--- src/rtl/cbfm_pkg.sv ---
// Shared types for the clock frame manager: word layouts, command codes,
// controller states and the controller/datapath handshake structs.
package cbfm_pkg;

    // Command codes carried in the command field
    typedef enum logic [3:0] {
        CMD_FIND   = 4'd0,
        CMD_VICTIM = 4'd1,
        CMD_READ   = 4'd2,
        CMD_PIN    = 4'd3,
        CMD_UNPIN  = 4'd4,
        CMD_DIRTY  = 4'd5,
        CMD_WRITE  = 4'd6,
        CMD_LOADED = 4'd7,
        CMD_SAVED  = 4'd8,
        CMD_SET_ID = 4'd9
    } cmd_code_t;

    // Request word
    typedef struct packed {
        logic [3:0]  command;
        logic [5:0]  frame;
        logic [15:0] page;
    } req_t;

    // Response word
    typedef struct packed {
        logic [5:0]  frame_out;
        logic        found;
        logic        none_free;
        logic [15:0] page_out;
        logic        dirty_out;
        logic        pinned_out;
        logic [31:0] io_total;
    } rsp_t;

    // Controller states
    typedef enum logic [3:0] {
        ST_CLEAR,
        ST_IDLE,
        ST_START,
        ST_FIND_RD,
        ST_FIND_CHK,
        ST_VIC_RD,
        ST_VIC_CHK,
        ST_MOD_RD,
        ST_MOD_WR,
        ST_REP_RD,
        ST_REP_CAP,
        ST_DONE
    } state_t;

    // Commands from controller to datapath
    typedef struct packed {
        logic clear_wr;      // write reset word at scan index, advance index
        logic accept;        // latch request word
        logic find_start;    // scan index to zero
        logic vic_start;     // scan index to clock hand
        logic rd_frame;      // read at request frame instead of scan index
        logic idx_inc;       // advance scan index with wrap
        logic find_hit;      // report scan index as found frame
        logic vic_take;      // report scan index as victim, move hand past it
        logic vic_clear_ref; // write back scanned frame with reference cleared
        logic none_free_set; // flag all frames pinned
        logic mod_wr;        // apply command to request frame
        logic rep_cap;       // take report fields from read data
        logic rep_zero;      // report fields of a frame that does not exist
        logic out_load;      // move result into the output register
    } ctl_t;

    // Status from datapath to controller
    typedef struct packed {
        logic [3:0] cmd;
        logic       frame_ok;
        logic       all_pinned;
        logic       idx_last;
        logic       match;
        logic       rd_pin;
        logic       rd_ref;
        logic       out_free;
    } sts_t;

endpackage

--- src/rtl/clock_buffer_frame_manager.sv ---
// Top level of the clock-replacement frame manager.
// Depends on cbfm_pkg, cbfm_ctrl, cbfm_dpath and cbfm_ram.
//
// Usage:
//   Requests arrive on req (command, frame, page) with req_valid/req_stall;
//   one response word per request leaves on rsp with rsp_valid/rsp_stall.
//   A word moves at a rising edge with valid high and stall low.
//   One command is worked at a time. The frame table sits in one RAM with a
//   registered read port. Each frame visited takes a read state, then a
//   check or write state. The frames visited are:
//     read, pin, unpin, dirty, write, loaded, saved, set id: request frame
//     find: from frame zero to a page match; on a miss, the request frame
//     victim: from the clock hand, up to twice round the table
//   The next request is taken the cycle after the result enters the output
//   register, so a waiting response does not hold off the next command.
//   After reset a clearing pass writes each frame's page id to its own
//   index; req_stall stays high during it.
//   While rsp_stall is high the response holds, and a finished second result
//   waits inside until the output register frees.
module clock_buffer_frame_manager #(
    parameter int FRAMES    = 64,
    parameter int PAGE_BITS = 16
) (
    input  logic           clk,
    input  logic           rst_n,
    input  logic           req_valid,
    output logic           req_stall,
    input  cbfm_pkg::req_t req,
    output logic           rsp_valid,
    input  logic           rsp_stall,
    output cbfm_pkg::rsp_t rsp
);

    cbfm_pkg::ctl_t ctl;
    cbfm_pkg::sts_t sts;

    cbfm_ctrl u_ctrl (
        .clk       (clk),
        .rst_n     (rst_n),
        .req_valid (req_valid),
        .req_stall (req_stall),
        .sts       (sts),
        .ctl       (ctl)
    );

    cbfm_dpath #(
        .FRAMES    (FRAMES),
        .PAGE_BITS (PAGE_BITS)
    ) u_dpath (
        .clk       (clk),
        .rst_n     (rst_n),
        .req       (req),
        .rsp_stall (rsp_stall),
        .rsp_valid (rsp_valid),
        .rsp       (rsp),
        .ctl       (ctl),
        .sts       (sts)
    );

endmodule

--- src/rtl/cbfm_ram.sv ---
// Generic single-write, single-read RAM with registered read data.
// Depends on nothing.
module cbfm_ram #(
    parameter int WIDTH = 19,
    parameter int DEPTH = 64
) (
    input  logic                     clk,
    input  logic                     we,
    input  logic [$clog2(DEPTH)-1:0] waddr,
    input  logic [WIDTH-1:0]         wdata,
    input  logic [$clog2(DEPTH)-1:0] raddr,
    output logic [WIDTH-1:0]         rdata
);

    logic [WIDTH-1:0] mem [DEPTH];
    logic [WIDTH-1:0] rdata_reg;

    // Write port
    always_ff @(posedge clk)
    begin
        if (we)
        begin
            mem[waddr] <= wdata;
        end
    end

    // Registered read port
    always_ff @(posedge clk)
    begin
        rdata_reg <= mem[raddr];
    end

    assign rdata = rdata_reg;

endmodule

--- src/rtl/cbfm_ctrl.sv ---
// Controller of the frame manager: sequences the clearing pass, the frame
// scans and the read-modify-write of one frame. Depends on cbfm_pkg.
module cbfm_ctrl (
    input  logic          clk,
    input  logic          rst_n,
    input  logic          req_valid,
    output logic          req_stall,
    input  cbfm_pkg::sts_t sts,
    output cbfm_pkg::ctl_t ctl
);

    cbfm_pkg::state_t state_reg;
    cbfm_pkg::state_t state_next;
    logic             is_find;
    logic             is_victim;

    assign is_find   = (sts.cmd == cbfm_pkg::CMD_FIND);
    assign is_victim = (sts.cmd == cbfm_pkg::CMD_VICTIM);

    // State register
    always_ff @(posedge clk or negedge rst_n)
    begin
        if (!rst_n)
        begin
            state_reg <= cbfm_pkg::ST_CLEAR;
        end
        else
        begin
            state_reg <= state_next;
        end
    end

    // Next state
    always_comb
    begin
        state_next = state_reg;
        unique case (state_reg)
            cbfm_pkg::ST_CLEAR:
            begin
                if (sts.idx_last)
                begin
                    state_next = cbfm_pkg::ST_IDLE;
                end
            end
            cbfm_pkg::ST_IDLE:
            begin
                if (req_valid)
                begin
                    state_next = cbfm_pkg::ST_START;
                end
            end
            cbfm_pkg::ST_START:
            begin
                if (is_find)
                begin
                    state_next = cbfm_pkg::ST_FIND_RD;
                end
                else if (is_victim && !sts.all_pinned)
                begin
                    state_next = cbfm_pkg::ST_VIC_RD;
                end
                else if (is_victim)
                begin
                    state_next = sts.frame_ok ? cbfm_pkg::ST_REP_RD : cbfm_pkg::ST_DONE;
                end
                else
                begin
                    state_next = sts.frame_ok ? cbfm_pkg::ST_MOD_RD : cbfm_pkg::ST_DONE;
                end
            end
            cbfm_pkg::ST_FIND_RD:
            begin
                state_next = cbfm_pkg::ST_FIND_CHK;
            end
            cbfm_pkg::ST_FIND_CHK:
            begin
                if (sts.match)
                begin
                    state_next = cbfm_pkg::ST_DONE;
                end
                else if (sts.idx_last)
                begin
                    state_next = sts.frame_ok ? cbfm_pkg::ST_REP_RD : cbfm_pkg::ST_DONE;
                end
                else
                begin
                    state_next = cbfm_pkg::ST_FIND_RD;
                end
            end
            cbfm_pkg::ST_VIC_RD:
            begin
                state_next = cbfm_pkg::ST_VIC_CHK;
            end
            cbfm_pkg::ST_VIC_CHK:
            begin
                if (!sts.rd_pin && !sts.rd_ref)
                begin
                    state_next = cbfm_pkg::ST_DONE;
                end
                else
                begin
                    state_next = cbfm_pkg::ST_VIC_RD;
                end
            end
            cbfm_pkg::ST_MOD_RD:
            begin
                state_next = cbfm_pkg::ST_MOD_WR;
            end
            cbfm_pkg::ST_MOD_WR:
            begin
                state_next = cbfm_pkg::ST_DONE;
            end
            cbfm_pkg::ST_REP_RD:
            begin
                state_next = cbfm_pkg::ST_REP_CAP;
            end
            cbfm_pkg::ST_REP_CAP:
            begin
                state_next = cbfm_pkg::ST_DONE;
            end
            cbfm_pkg::ST_DONE:
            begin
                if (sts.out_free)
                begin
                    state_next = cbfm_pkg::ST_IDLE;
                end
            end
            default:
            begin
                state_next = cbfm_pkg::ST_CLEAR;
            end
        endcase
    end

    // Outputs
    always_comb
    begin
        ctl       = '0;
        req_stall = 1'b1;
        unique case (state_reg)
            cbfm_pkg::ST_CLEAR:
            begin
                ctl.clear_wr = 1'b1;
            end
            cbfm_pkg::ST_IDLE:
            begin
                req_stall  = 1'b0;
                ctl.accept = req_valid;
            end
            cbfm_pkg::ST_START:
            begin
                ctl.find_start    = is_find;
                ctl.vic_start     = is_victim && !sts.all_pinned;
                ctl.none_free_set = is_victim && sts.all_pinned;
                ctl.rep_zero      = !is_find && !(is_victim && !sts.all_pinned)
                                    && !sts.frame_ok;
            end
            cbfm_pkg::ST_FIND_CHK:
            begin
                ctl.find_hit = sts.match;
                ctl.idx_inc  = !sts.match;
                ctl.rep_zero = !sts.match && sts.idx_last && !sts.frame_ok;
            end
            cbfm_pkg::ST_VIC_CHK:
            begin
                ctl.vic_take      = !sts.rd_pin && !sts.rd_ref;
                ctl.vic_clear_ref = !sts.rd_pin && sts.rd_ref;
                ctl.idx_inc       = sts.rd_pin || sts.rd_ref;
            end
            cbfm_pkg::ST_MOD_RD:
            begin
                ctl.rd_frame = 1'b1;
            end
            cbfm_pkg::ST_MOD_WR:
            begin
                ctl.mod_wr = 1'b1;
            end
            cbfm_pkg::ST_REP_RD:
            begin
                ctl.rd_frame = 1'b1;
            end
            cbfm_pkg::ST_REP_CAP:
            begin
                ctl.rep_cap = 1'b1;
            end
            cbfm_pkg::ST_DONE:
            begin
                ctl.out_load = sts.out_free;
            end
            default:
            begin
                ctl = '0;
            end
        endcase
    end

endmodule

--- src/rtl/cbfm_dpath.sv ---
// Datapath of the frame manager: frame table RAM, scan index, clock hand,
// I/O counter, pinned count, result and output registers.
// Depends on cbfm_pkg and cbfm_ram.
module cbfm_dpath #(
    parameter int FRAMES    = 64,
    parameter int PAGE_BITS = 16
) (
    input  logic           clk,
    input  logic           rst_n,
    input  cbfm_pkg::req_t req,
    input  logic           rsp_stall,
    output logic           rsp_valid,
    output cbfm_pkg::rsp_t rsp,
    input  cbfm_pkg::ctl_t ctl,
    output cbfm_pkg::sts_t sts
);

    localparam int FW        = $clog2(FRAMES);
    localparam int PCW       = $clog2(FRAMES + 1);
    localparam int WW        = PAGE_BITS + 3;
    localparam int DIRTY_BIT = PAGE_BITS;
    localparam int PIN_BIT   = PAGE_BITS + 1;
    localparam int REF_BIT   = PAGE_BITS + 2;

    // Request latch
    logic [3:0]           cmd_reg;
    logic [5:0]           frame_reg;
    logic [PAGE_BITS-1:0] page_reg;
    // Scan and persistent state
    logic [FW-1:0]        idx_reg, idx_next;
    logic [FW-1:0]        hand_reg, hand_next;
    logic [31:0]          io_reg, io_next;
    logic [PCW-1:0]       pin_cnt_reg, pin_cnt_next;
    // Result in progress
    logic [5:0]           res_frame_reg, res_frame_next;
    logic                 res_found_reg, res_found_next;
    logic                 res_none_reg, res_none_next;
    logic [PAGE_BITS-1:0] res_page_reg, res_page_next;
    logic                 res_dirty_reg, res_dirty_next;
    logic                 res_pin_reg, res_pin_next;
    // Output register
    cbfm_pkg::rsp_t       rsp_reg, rsp_next;
    logic                 rsp_valid_reg, rsp_valid_next;

    logic [FW-1:0]        idx_wrap;
    logic [FW-1:0]        frame_idx;
    logic                 frame_ok;
    logic                 ram_we;
    logic [FW-1:0]        ram_waddr;
    logic [WW-1:0]        ram_wdata;
    logic [FW-1:0]        ram_raddr;
    logic [WW-1:0]        ram_rdata;
    logic [WW-1:0]        mod_word;
    logic [WW-1:0]        clear_word;
    logic                 io_bump;

    assign idx_wrap   = (idx_reg == FW'(FRAMES - 1)) ? '0 : idx_reg + 1'b1;
    assign frame_idx  = FW'(frame_reg);
    assign frame_ok   = (32'(frame_reg) < FRAMES);
    assign clear_word = {3'b000, PAGE_BITS'(idx_reg)};

    // Apply the command to the frame read back
    always_comb
    begin
        mod_word = ram_rdata;
        io_bump  = 1'b0;
        unique case (cmd_reg)
            cbfm_pkg::CMD_PIN:
            begin
                mod_word[PIN_BIT] = 1'b1;
            end
            cbfm_pkg::CMD_UNPIN:
            begin
                mod_word[PIN_BIT] = 1'b0;
            end
            cbfm_pkg::CMD_DIRTY:
            begin
                mod_word[DIRTY_BIT] = 1'b1;
            end
            cbfm_pkg::CMD_WRITE:
            begin
                mod_word[REF_BIT]   = 1'b1;
                mod_word[DIRTY_BIT] = 1'b1;
            end
            cbfm_pkg::CMD_LOADED:
            begin
                mod_word[PAGE_BITS-1:0] = page_reg;
                mod_word[DIRTY_BIT]     = 1'b0;
                io_bump                 = 1'b1;
            end
            cbfm_pkg::CMD_SAVED:
            begin
                mod_word[REF_BIT]   = 1'b0;
                mod_word[DIRTY_BIT] = 1'b0;
                io_bump             = 1'b1;
            end
            cbfm_pkg::CMD_SET_ID:
            begin
                mod_word[PAGE_BITS-1:0] = page_reg;
            end
            default:
            begin
                mod_word = ram_rdata;
            end
        endcase
    end

    // Select the RAM write
    always_comb
    begin
        ram_we    = ctl.clear_wr || ctl.vic_clear_ref || ctl.mod_wr;
        ram_waddr = idx_reg;
        ram_wdata = clear_word;
        if (ctl.mod_wr)
        begin
            ram_waddr = frame_idx;
            ram_wdata = mod_word;
        end
        else if (ctl.vic_clear_ref)
        begin
            ram_wdata          = ram_rdata;
            ram_wdata[REF_BIT] = 1'b0;
        end
    end

    assign ram_raddr = ctl.rd_frame ? frame_idx : idx_reg;

    cbfm_ram #(
        .WIDTH (WW),
        .DEPTH (FRAMES)
    ) u_ram (
        .clk   (clk),
        .we    (ram_we),
        .waddr (ram_waddr),
        .wdata (ram_wdata),
        .raddr (ram_raddr),
        .rdata (ram_rdata)
    );

    // Advance scan, hand, counters and result
    always_comb
    begin
        idx_next       = idx_reg;
        hand_next      = hand_reg;
        io_next        = io_reg;
        pin_cnt_next   = pin_cnt_reg;
        res_frame_next = res_frame_reg;
        res_found_next = res_found_reg;
        res_none_next  = res_none_reg;
        res_page_next  = res_page_reg;
        res_dirty_next = res_dirty_reg;
        res_pin_next   = res_pin_reg;

        if (ctl.clear_wr || ctl.idx_inc)
        begin
            idx_next = idx_wrap;
        end
        if (ctl.find_start)
        begin
            idx_next = '0;
        end
        if (ctl.vic_start)
        begin
            idx_next = hand_reg;
        end
        if (ctl.accept)
        begin
            res_frame_next = req.frame;
            res_found_next = 1'b0;
            res_none_next  = 1'b0;
        end
        if (ctl.none_free_set)
        begin
            res_none_next = 1'b1;
        end
        if (ctl.find_hit || ctl.vic_take)
        begin
            res_frame_next = 6'(idx_reg);
        end
        if (ctl.find_hit)
        begin
            res_found_next = 1'b1;
        end
        if (ctl.vic_take)
        begin
            hand_next = idx_wrap;
        end
        if (ctl.find_hit || ctl.vic_take || ctl.rep_cap)
        begin
            res_page_next  = ram_rdata[PAGE_BITS-1:0];
            res_dirty_next = ram_rdata[DIRTY_BIT];
            res_pin_next   = ram_rdata[PIN_BIT];
        end
        if (ctl.rep_zero)
        begin
            res_page_next  = '0;
            res_dirty_next = 1'b0;
            res_pin_next   = 1'b0;
        end
        if (ctl.mod_wr)
        begin
            res_page_next  = mod_word[PAGE_BITS-1:0];
            res_dirty_next = mod_word[DIRTY_BIT];
            res_pin_next   = mod_word[PIN_BIT];
            if (io_bump)
            begin
                io_next = io_reg + 32'd1;
            end
            if (mod_word[PIN_BIT] && !ram_rdata[PIN_BIT])
            begin
                pin_cnt_next = pin_cnt_reg + 1'b1;
            end
            else if (!mod_word[PIN_BIT] && ram_rdata[PIN_BIT])
            begin
                pin_cnt_next = pin_cnt_reg - 1'b1;
            end
        end
    end

    // Output register: load a finished result, drop it once taken
    always_comb
    begin
        rsp_next       = rsp_reg;
        rsp_valid_next = rsp_valid_reg;
        if (ctl.out_load)
        begin
            rsp_next.frame_out  = res_frame_reg;
            rsp_next.found      = res_found_reg;
            rsp_next.none_free  = res_none_reg;
            rsp_next.page_out   = 16'(res_page_reg);
            rsp_next.dirty_out  = res_dirty_reg;
            rsp_next.pinned_out = res_pin_reg;
            rsp_next.io_total   = io_reg;
            rsp_valid_next      = 1'b1;
        end
        else if (rsp_valid_reg && !rsp_stall)
        begin
            rsp_valid_next = 1'b0;
        end
    end

    // Control registers
    always_ff @(posedge clk or negedge rst_n)
    begin
        if (!rst_n)
        begin
            idx_reg       <= '0;
            hand_reg      <= '0;
            io_reg        <= '0;
            pin_cnt_reg   <= '0;
            rsp_valid_reg <= 1'b0;
        end
        else
        begin
            idx_reg       <= idx_next;
            hand_reg      <= hand_next;
            io_reg        <= io_next;
            pin_cnt_reg   <= pin_cnt_next;
            rsp_valid_reg <= rsp_valid_next;
        end
    end

    // Payload registers
    always_ff @(posedge clk)
    begin
        if (ctl.accept)
        begin
            cmd_reg   <= req.command;
            frame_reg <= req.frame;
            page_reg  <= PAGE_BITS'(req.page);
        end
        res_frame_reg <= res_frame_next;
        res_found_reg <= res_found_next;
        res_none_reg  <= res_none_next;
        res_page_reg  <= res_page_next;
        res_dirty_reg <= res_dirty_next;
        res_pin_reg   <= res_pin_next;
        rsp_reg       <= rsp_next;
    end

    // Status to controller
    always_comb
    begin
        sts.cmd        = cmd_reg;
        sts.frame_ok   = frame_ok;
        sts.all_pinned = (pin_cnt_reg == PCW'(FRAMES));
        sts.idx_last   = (idx_reg == FW'(FRAMES - 1));
        sts.match      = (ram_rdata[PAGE_BITS-1:0] == page_reg);
        sts.rd_pin     = ram_rdata[PIN_BIT];
        sts.rd_ref     = ram_rdata[REF_BIT];
        sts.out_free   = !rsp_valid_reg || !rsp_stall;
    end

    assign rsp_valid = rsp_valid_reg;
    assign rsp       = rsp_reg;

endmodule

--- config.mk ---
export PLATFORM = sky130hd
export DESIGN_NAME = clock_buffer_frame_manager
export DESIGN_NICKNAME = d
export VERILOG_FILES = /design/src/rtl/cbfm_pkg.sv /design/src/rtl/clock_buffer_frame_manager.sv /design/src/rtl/cbfm_ram.sv /design/src/rtl/cbfm_ctrl.sv /design/src/rtl/cbfm_dpath.sv
export SDC_FILE = /design/constraint.sdc
export NUM_CORES = 2
export LEC_CHECK = 0
export BUFFER_PORTS_ARGS = -buffer_cell sky130_fd_sc_hd__buf_2
export CAP_MARGIN = 30
export CORE_MARGIN = 2
export CORE_UTILIZATION = 45
export CTS_CLUSTER_SIZE = 16
export DETAILED_ROUTE_END_ITERATION = 7
export HOLD_SLACK_MARGIN = 0.12
export SYNTH_ARGS = -nofsm -noshare
export SYNTH_HDL_FRONTEND = slang
export SYNTH_HIERARCHICAL = 1
export SYNTH_SLANG_ARGS = --single-unit
export TNS_END_PERCENT = 5
--- constraint.sdc ---
create_clock -name clk -period 5.9 [get_ports clk]
set_input_delay 0.295 -clock clk [delete_from_list [all_inputs] [get_ports clk]]
set_output_delay 0.295 -clock clk [all_outputs]
set_load 0.03 [all_outputs]
# [Word level (Yosys, flattened, before mapping)]
# Memory sizes are Yosys's and may differ from the RTL's. A register that Yosys moved wholly into a read port is not among the register bits.
# Index checks and enable logic that the tools add are counted.
[word_totals] reg_bits=166 ramBits=1216 input_bits=30 out_inout_bits=60 elab_cells=137 memories=1
[op_classes] addsub=4 eq_ne=25 muxes=49 reduce_logical=36
[memory_table] name="u_dpath.u_ram.mem" words=64 width=19 rd=1 rd_clocked_by_memory_dff=1 wr=1 line_no="cbfm_ram.sv:15" rtl="logic [WIDTH-1:0] mem [DEPTH];"
[ops] operator="16-bit 2-to-1 mux" count=3
[ops] operator="6-bit 2-to-1 mux" count=8
[ops] operator="4-bit one-hot mux with 11 select lines" count=1
[ops] operator="4-bit 2-to-1 mux" count=9
[ops] operator="32-bit by 1-bit adder with 32-bit output, second input constant" count=1
[ops] operator="4-bit by 3-bit == test with 1-bit output, second input constant" count=8
[ops] operator="4-bit == test, second input constant" count=6
[ops] operator="19-bit 2-to-1 mux" count=1
[ops] operator="1-bit 2-to-1 mux" count=18
[ops] operator="18-bit 2-to-1 mux" count=1
[ops] operator="16-bit == test" count=1
[ops] operator="7-bit 2-to-1 mux" count=2
[ops] operator="4-bit by 2-bit == test with 1-bit output, second input constant" count=3
[ops] operator="2-bit OR reduction" count=5
[ops] operator="4-bit by 1-bit == test with 1-bit output, second input constant" count=2
[ops] operator="4-bit zero test" count=2
[ops] operator="1-bit one-hot mux with 2 select lines" count=4
[ops] operator="2-bit nonzero test" count=4
[ops] operator="7-bit by 1-bit adder with 7-bit output, second input constant" count=1
[ops] operator="7-bit == test, second input constant" count=1
[ops] operator="1-bit logical AND" count=7
[ops] operator="1-bit zero test" count=7
[ops] operator="1-bit logical OR" count=7
[ops] operator="7-bit by 1-bit subtractor with 7-bit output, second input constant" count=1
[ops] operator="other kinds (8)" count=11

# [Logic depth before layout (Yosys ltp)]
[logic_depth] depth_word=7 mapped_depth=17 mapped_depth_nobuf=10

# [Cells and area by module]
# The synthesis kept the hierarchy.
[modules_own_cells] module="cbfm_ram" instances=1 cells_each=2113 area_per_inst_um2=47113.9 seq_area_each_um2=36895.4
[modules_own_cells] module="cbfm_dpath" instances=1 cells_each=524 area_per_inst_um2=7054.3 seq_area_each_um2=4584.4
[modules_own_cells] module="cbfm_ctrl" instances=1 cells_each=82 area_per_inst_um2=556.8 seq_area_each_um2=100.1

# [Worst setup path before layout]
# OpenSTA, ideal clock, no wires.
[synth_path] path_type="reg-to-reg" startpoint="reg u_ctrl.state_reg[0]" endpoint="reg u_dpath.rsp_reg (netlist bit u_dpath/rsp[0]), enable pin" setup_ns=0.547 arrival_time_ns=4.754 t_required_ns=5.353 setup_slack_ns=0.599 stages_incl_launch_ff=4 n_path_buf=1 period_less_slack_ns=5.301 path_cell_list="dfrtp_1 > clkbuf_1 > nand2_1 > nor3_1"
[synth_rtl] element="start, declared" line_no="cbfm_ctrl.sv:12" rtl="cbfm_pkg::state_t state_reg;"
[synth_rtl] element="start signal, assigned" line_no="cbfm_ctrl.sv:25" rtl="state_reg <= cbfm_pkg::ST_CLEAR;"
[synth_rtl] element="start signal, assigned" line_no="cbfm_ctrl.sv:29" rtl="state_reg <= state_next;"
[synth_rtl] element="end signal, assigned" line_no="cbfm_dpath.sv:278" rtl="rsp_reg <= rsp_next;"
[synth_rtl] element="end, declared" line_no="cbfm_dpath.sv:42" rtl="cbfm_pkg::rsp_t rsp_reg, rsp_next;"

==> results.cfg <==
[run_status]
status = finished clean

[worst_setup_path]
reg2reg_to = u_dpath/u_ram/rdata[17]$_DFF_P_
critPathLaunchType = flip-flop
arrival_ns = 5.53
critPathMaxFanout = 38
r2r_slack_ns = 0.95
cp-end-kind = flip-flop
worstSetupPathType = flip-flop to flip-flop
crit_start = u_ctrl/state_reg[3]$_DFFE_PN0P_
critPathRequiredTime_ns = 6.48
r2r-start = u_ctrl/state_reg[3]$_DFFE_PN0P_
rr_worst_depth = 10
setup.worst_path.end = u_dpath/u_ram/rdata[17]$_DFF_P_

[drt]
via_per_inst = 5.89
wire_per_inst_um = 29.0
drtPass1Iterations = 5
drtIter0Drc = 3172
vias = 27797
antenna_left = 0
routed_wl_mm = 137
drc = 0

[pwr]
net-switching-power_mw = 3.77
pwr-share-seq = 0.546
comb_power_share = 0.002
swShare = 0.192
intPower_mw = 15.8
clkPwrFrac = 0.451
power_density_mw_per_mm2 = 312
power_leakage_nw = 17.3
ir_drop_mv = 0.290

[layout]
layout-drive-gt1-share = 0.279
fill_cells = 9309
post-route-cell-area_mm2 = 0.0629
final_nets = 3024
syn_to_final_growth_pct = 14.9
mostFrequentLayoutCells = edfxtp_1 (1,324), mux4_2 (266), mux2i_1 (155)
layout_commonest_cell = edfxtp_1
seqCellArea_mm2 = 0.0416
largest_reg_flops = 1216
multi_input_area_mm2 = 0.0126

[place]
gp_congestion = 0.829
placed_area_mm2 = 0.0580
hpwl_mm = 81.8
portBuffers = 89
post-place-ws_ns = 1.00

[timing]
fmax_mhz = 202
finClkSkew_ns = 0.0304
slew_headroom = 0.308
rsz0062_at_grt = false
hold_viol = 0
worst_pin_slew_ns = 1.03
fin_setup_tns_ns = 0
finalWorstSetupSlack_ns = 0.955
slew_violations = 0
fin_crit_ns = 4.95
fin_crit_sh = 0.838
setup_viol = 0

[floorplanning]
start_util = 0.455
rows = 127
die-area_mm2 = 0.124
io_pins = 90
die_width_um = 353
core-area_mm2 = 0.120
fp.dieH_um = 353

[cts]
cts_tree = built
cts.reportedPaths.clkPinSlew_ns = 0.06
cts-root-buf = clkbuf_16
clock_sinks = 1401
htree_levels = 4
clk_latency_ns = 0.75
clk_path_buf_depth = 3
numCtsBuffers = 145

[synthesis]
synth_area_mm2 = 0.0547
yosysWarnings = 6
async_reset_ff_frac = 0.0400
ys.flop_type = edfxtp_1
syn-instance-count = 2719
synth_fp_nets = 2757
syn_area_per_cell_um2 = 20.1
synth_seq_cells = 1401
ys_seq_area_frac = 0.760
synth_cell_types = 65
synth_edf_count = 1324

[global_routing]
antenna_found_initial = 6
grt_pass1_vias = 28326
grt_max_degree = 108
grt.overflow.total = 0
grtUsageTotal = 0.220
grt_first_pass_wirelength_mm = 199

[run]
maxCapViolCount = 0

[worst_hold_path]
hold_class = primary input to asynchronous set/reset pin
per-layer routing:
metal  share of wire  track usage  up-vias
met1            0.41        0.305    14790
met4           0.026       0.0634        0
met2            0.49        0.359     1100
li1                -            -    11690
met3           0.074       0.0378      217
met5               0            0        -
logic make-up after synthesis:
group / Yosys count / share of synthesized area
AO/OA/AOI/OAI: 290 / 0.0350
XOR/XNOR: 56 / 0.00896
adder cells (fa/ha/maj): 8 / 0.00197
buffers and inverters: 161 / 0.0155
flip-flops: 1401 / 0.760
multiplexers: 468 / 0.147
other: 1 / 0.0000685
AND/OR/NAND/NOR: 334 / 0.0311
synth_stat cells, types with 6 or more instances:
cell / n / area share
o31ai_1: 11 / 0.0015
and3_1: 19 / 0.0022
buf_2: 35 / 0.0032
a211oi_1: 15 / 0.0021
a31oi_1: 23 / 0.0026
a21o_1: 29 / 0.0040
mux2_2: 47 / 0.0097
nand2b_1: 17 / 0.0019
xnor2_1: 38 / 0.0061
a21oi_1: 25 / 0.0023
o22a_1: 11 / 0.0018
xor2_1: 18 / 0.0029
clkbuf_1: 68 / 0.0047
o21ai_0: 70 / 0.0064
edfxtp_1: 1324 / 0.73
buf_6: 15 / 0.0031
mux2i_1: 155 / 0.028
nor2b_1: 13 / 0.0015
nor2_1: 116 / 0.0080
nand3b_1: 7 / 0.00096
ha_1: 7 / 0.0016
dfrtp_1: 56 / 0.026
nor3_1: 28 / 0.0026
buf_4: 24 / 0.0033
dfxtp_1: 21 / 0.0077
o22ai_1: 38 / 0.0043
nand4_1: 9 / 0.0010
mux4_2: 266 / 0.11
nand2_1: 61 / 0.0042
nor3b_1: 6 / 0.00082
a22oi_1: 47 / 0.0064
inv_1: 15 / 0.0010
nand3_1: 21 / 0.0019
power by group through the flow:
stage	clock network, mW	logic [mW]	registers, mW
2_1_floorplan	0	0.00289	10.9
3_3_place_gp	0	0.0259	10.9
3_5_place_dp	0	0.0261	10.9
4_1_cts	9.02	0.0423	10.7
5_1_grt	9.40	0.0455	10.7
6_report	8.85	0.0419	10.7
repair_timing:
item	CTS	global route
setup buffers	0	0
gates resized for setup	0	0
hold buffers	29	0
endpoints found under the hold margin	92	0
worst min-delay path by stage:
| stage | from | endpoint | slack, ns |
|---|---|---|---|
| 2_1_floorplan | rst_n | u_ctrl/state_reg[0]$_DFFE_PN0P_ | -0.0006 |
| 3_3_place_gp | u_dpath/res_pin_reg$_DFFE_PP_ | u_dpath/rsp[32]$_DFFE_PP_ | 0.41 |
| 3_5_place_dp | u_dpath/res_frame_reg[5]$_DFFE_PP_ | u_dpath/rsp[57]$_DFFE_PP_ | 0.40 |
| 4_1_cts | req[22] | u_dpath/cmd_reg[0]$_DFFE_PP_ | 0.22 |
| 5_1_grt | req[24] | u_dpath/cmd_reg[2]$_DFFE_PP_ | 0.25 |
| 6_report | rst_n | u_dpath/io_reg[4]$_DFFE_PN0P_ | 0.25 |
critical path: stages, from the launching register on:
cell and delay [ns]:
dfrtp_1 0.62, nand2b_1 0.30, o22ai_1 0.22, and2_1 0.47
mux2_8 0.59, buf_12 0.34, buf_4 0.29, mux4_2 0.53
mux4_2 0.52, o22ai_1 0.62, nor3_1 0.14
layout make-up:
type,count,area share
well taps,1612,0.0321
diodes,3,0.000119
multi-input cells,1157,0.201
inverters,15,0.000895
clock buffers,187,0.0628
clock inverters,75,0.0107
flip-flops and latches,1401,0.661
repair buffers,266,0.0311
metrics by stage:
stage	util	std cells	total power [mW]	hold slack, ns
CTS	0.523	4712	19.8	0.216
detailed placement	0.482	4421	11.0	0.405
finish	0.523	4716	19.6	0.254
global placement	0.481	4410	11.0	0.408
global route	0.523	4713	20.1	0.251
floorplan	-	2719	10.9	-0.000591
Note: power is estimated with default switching activity, not from simulation.
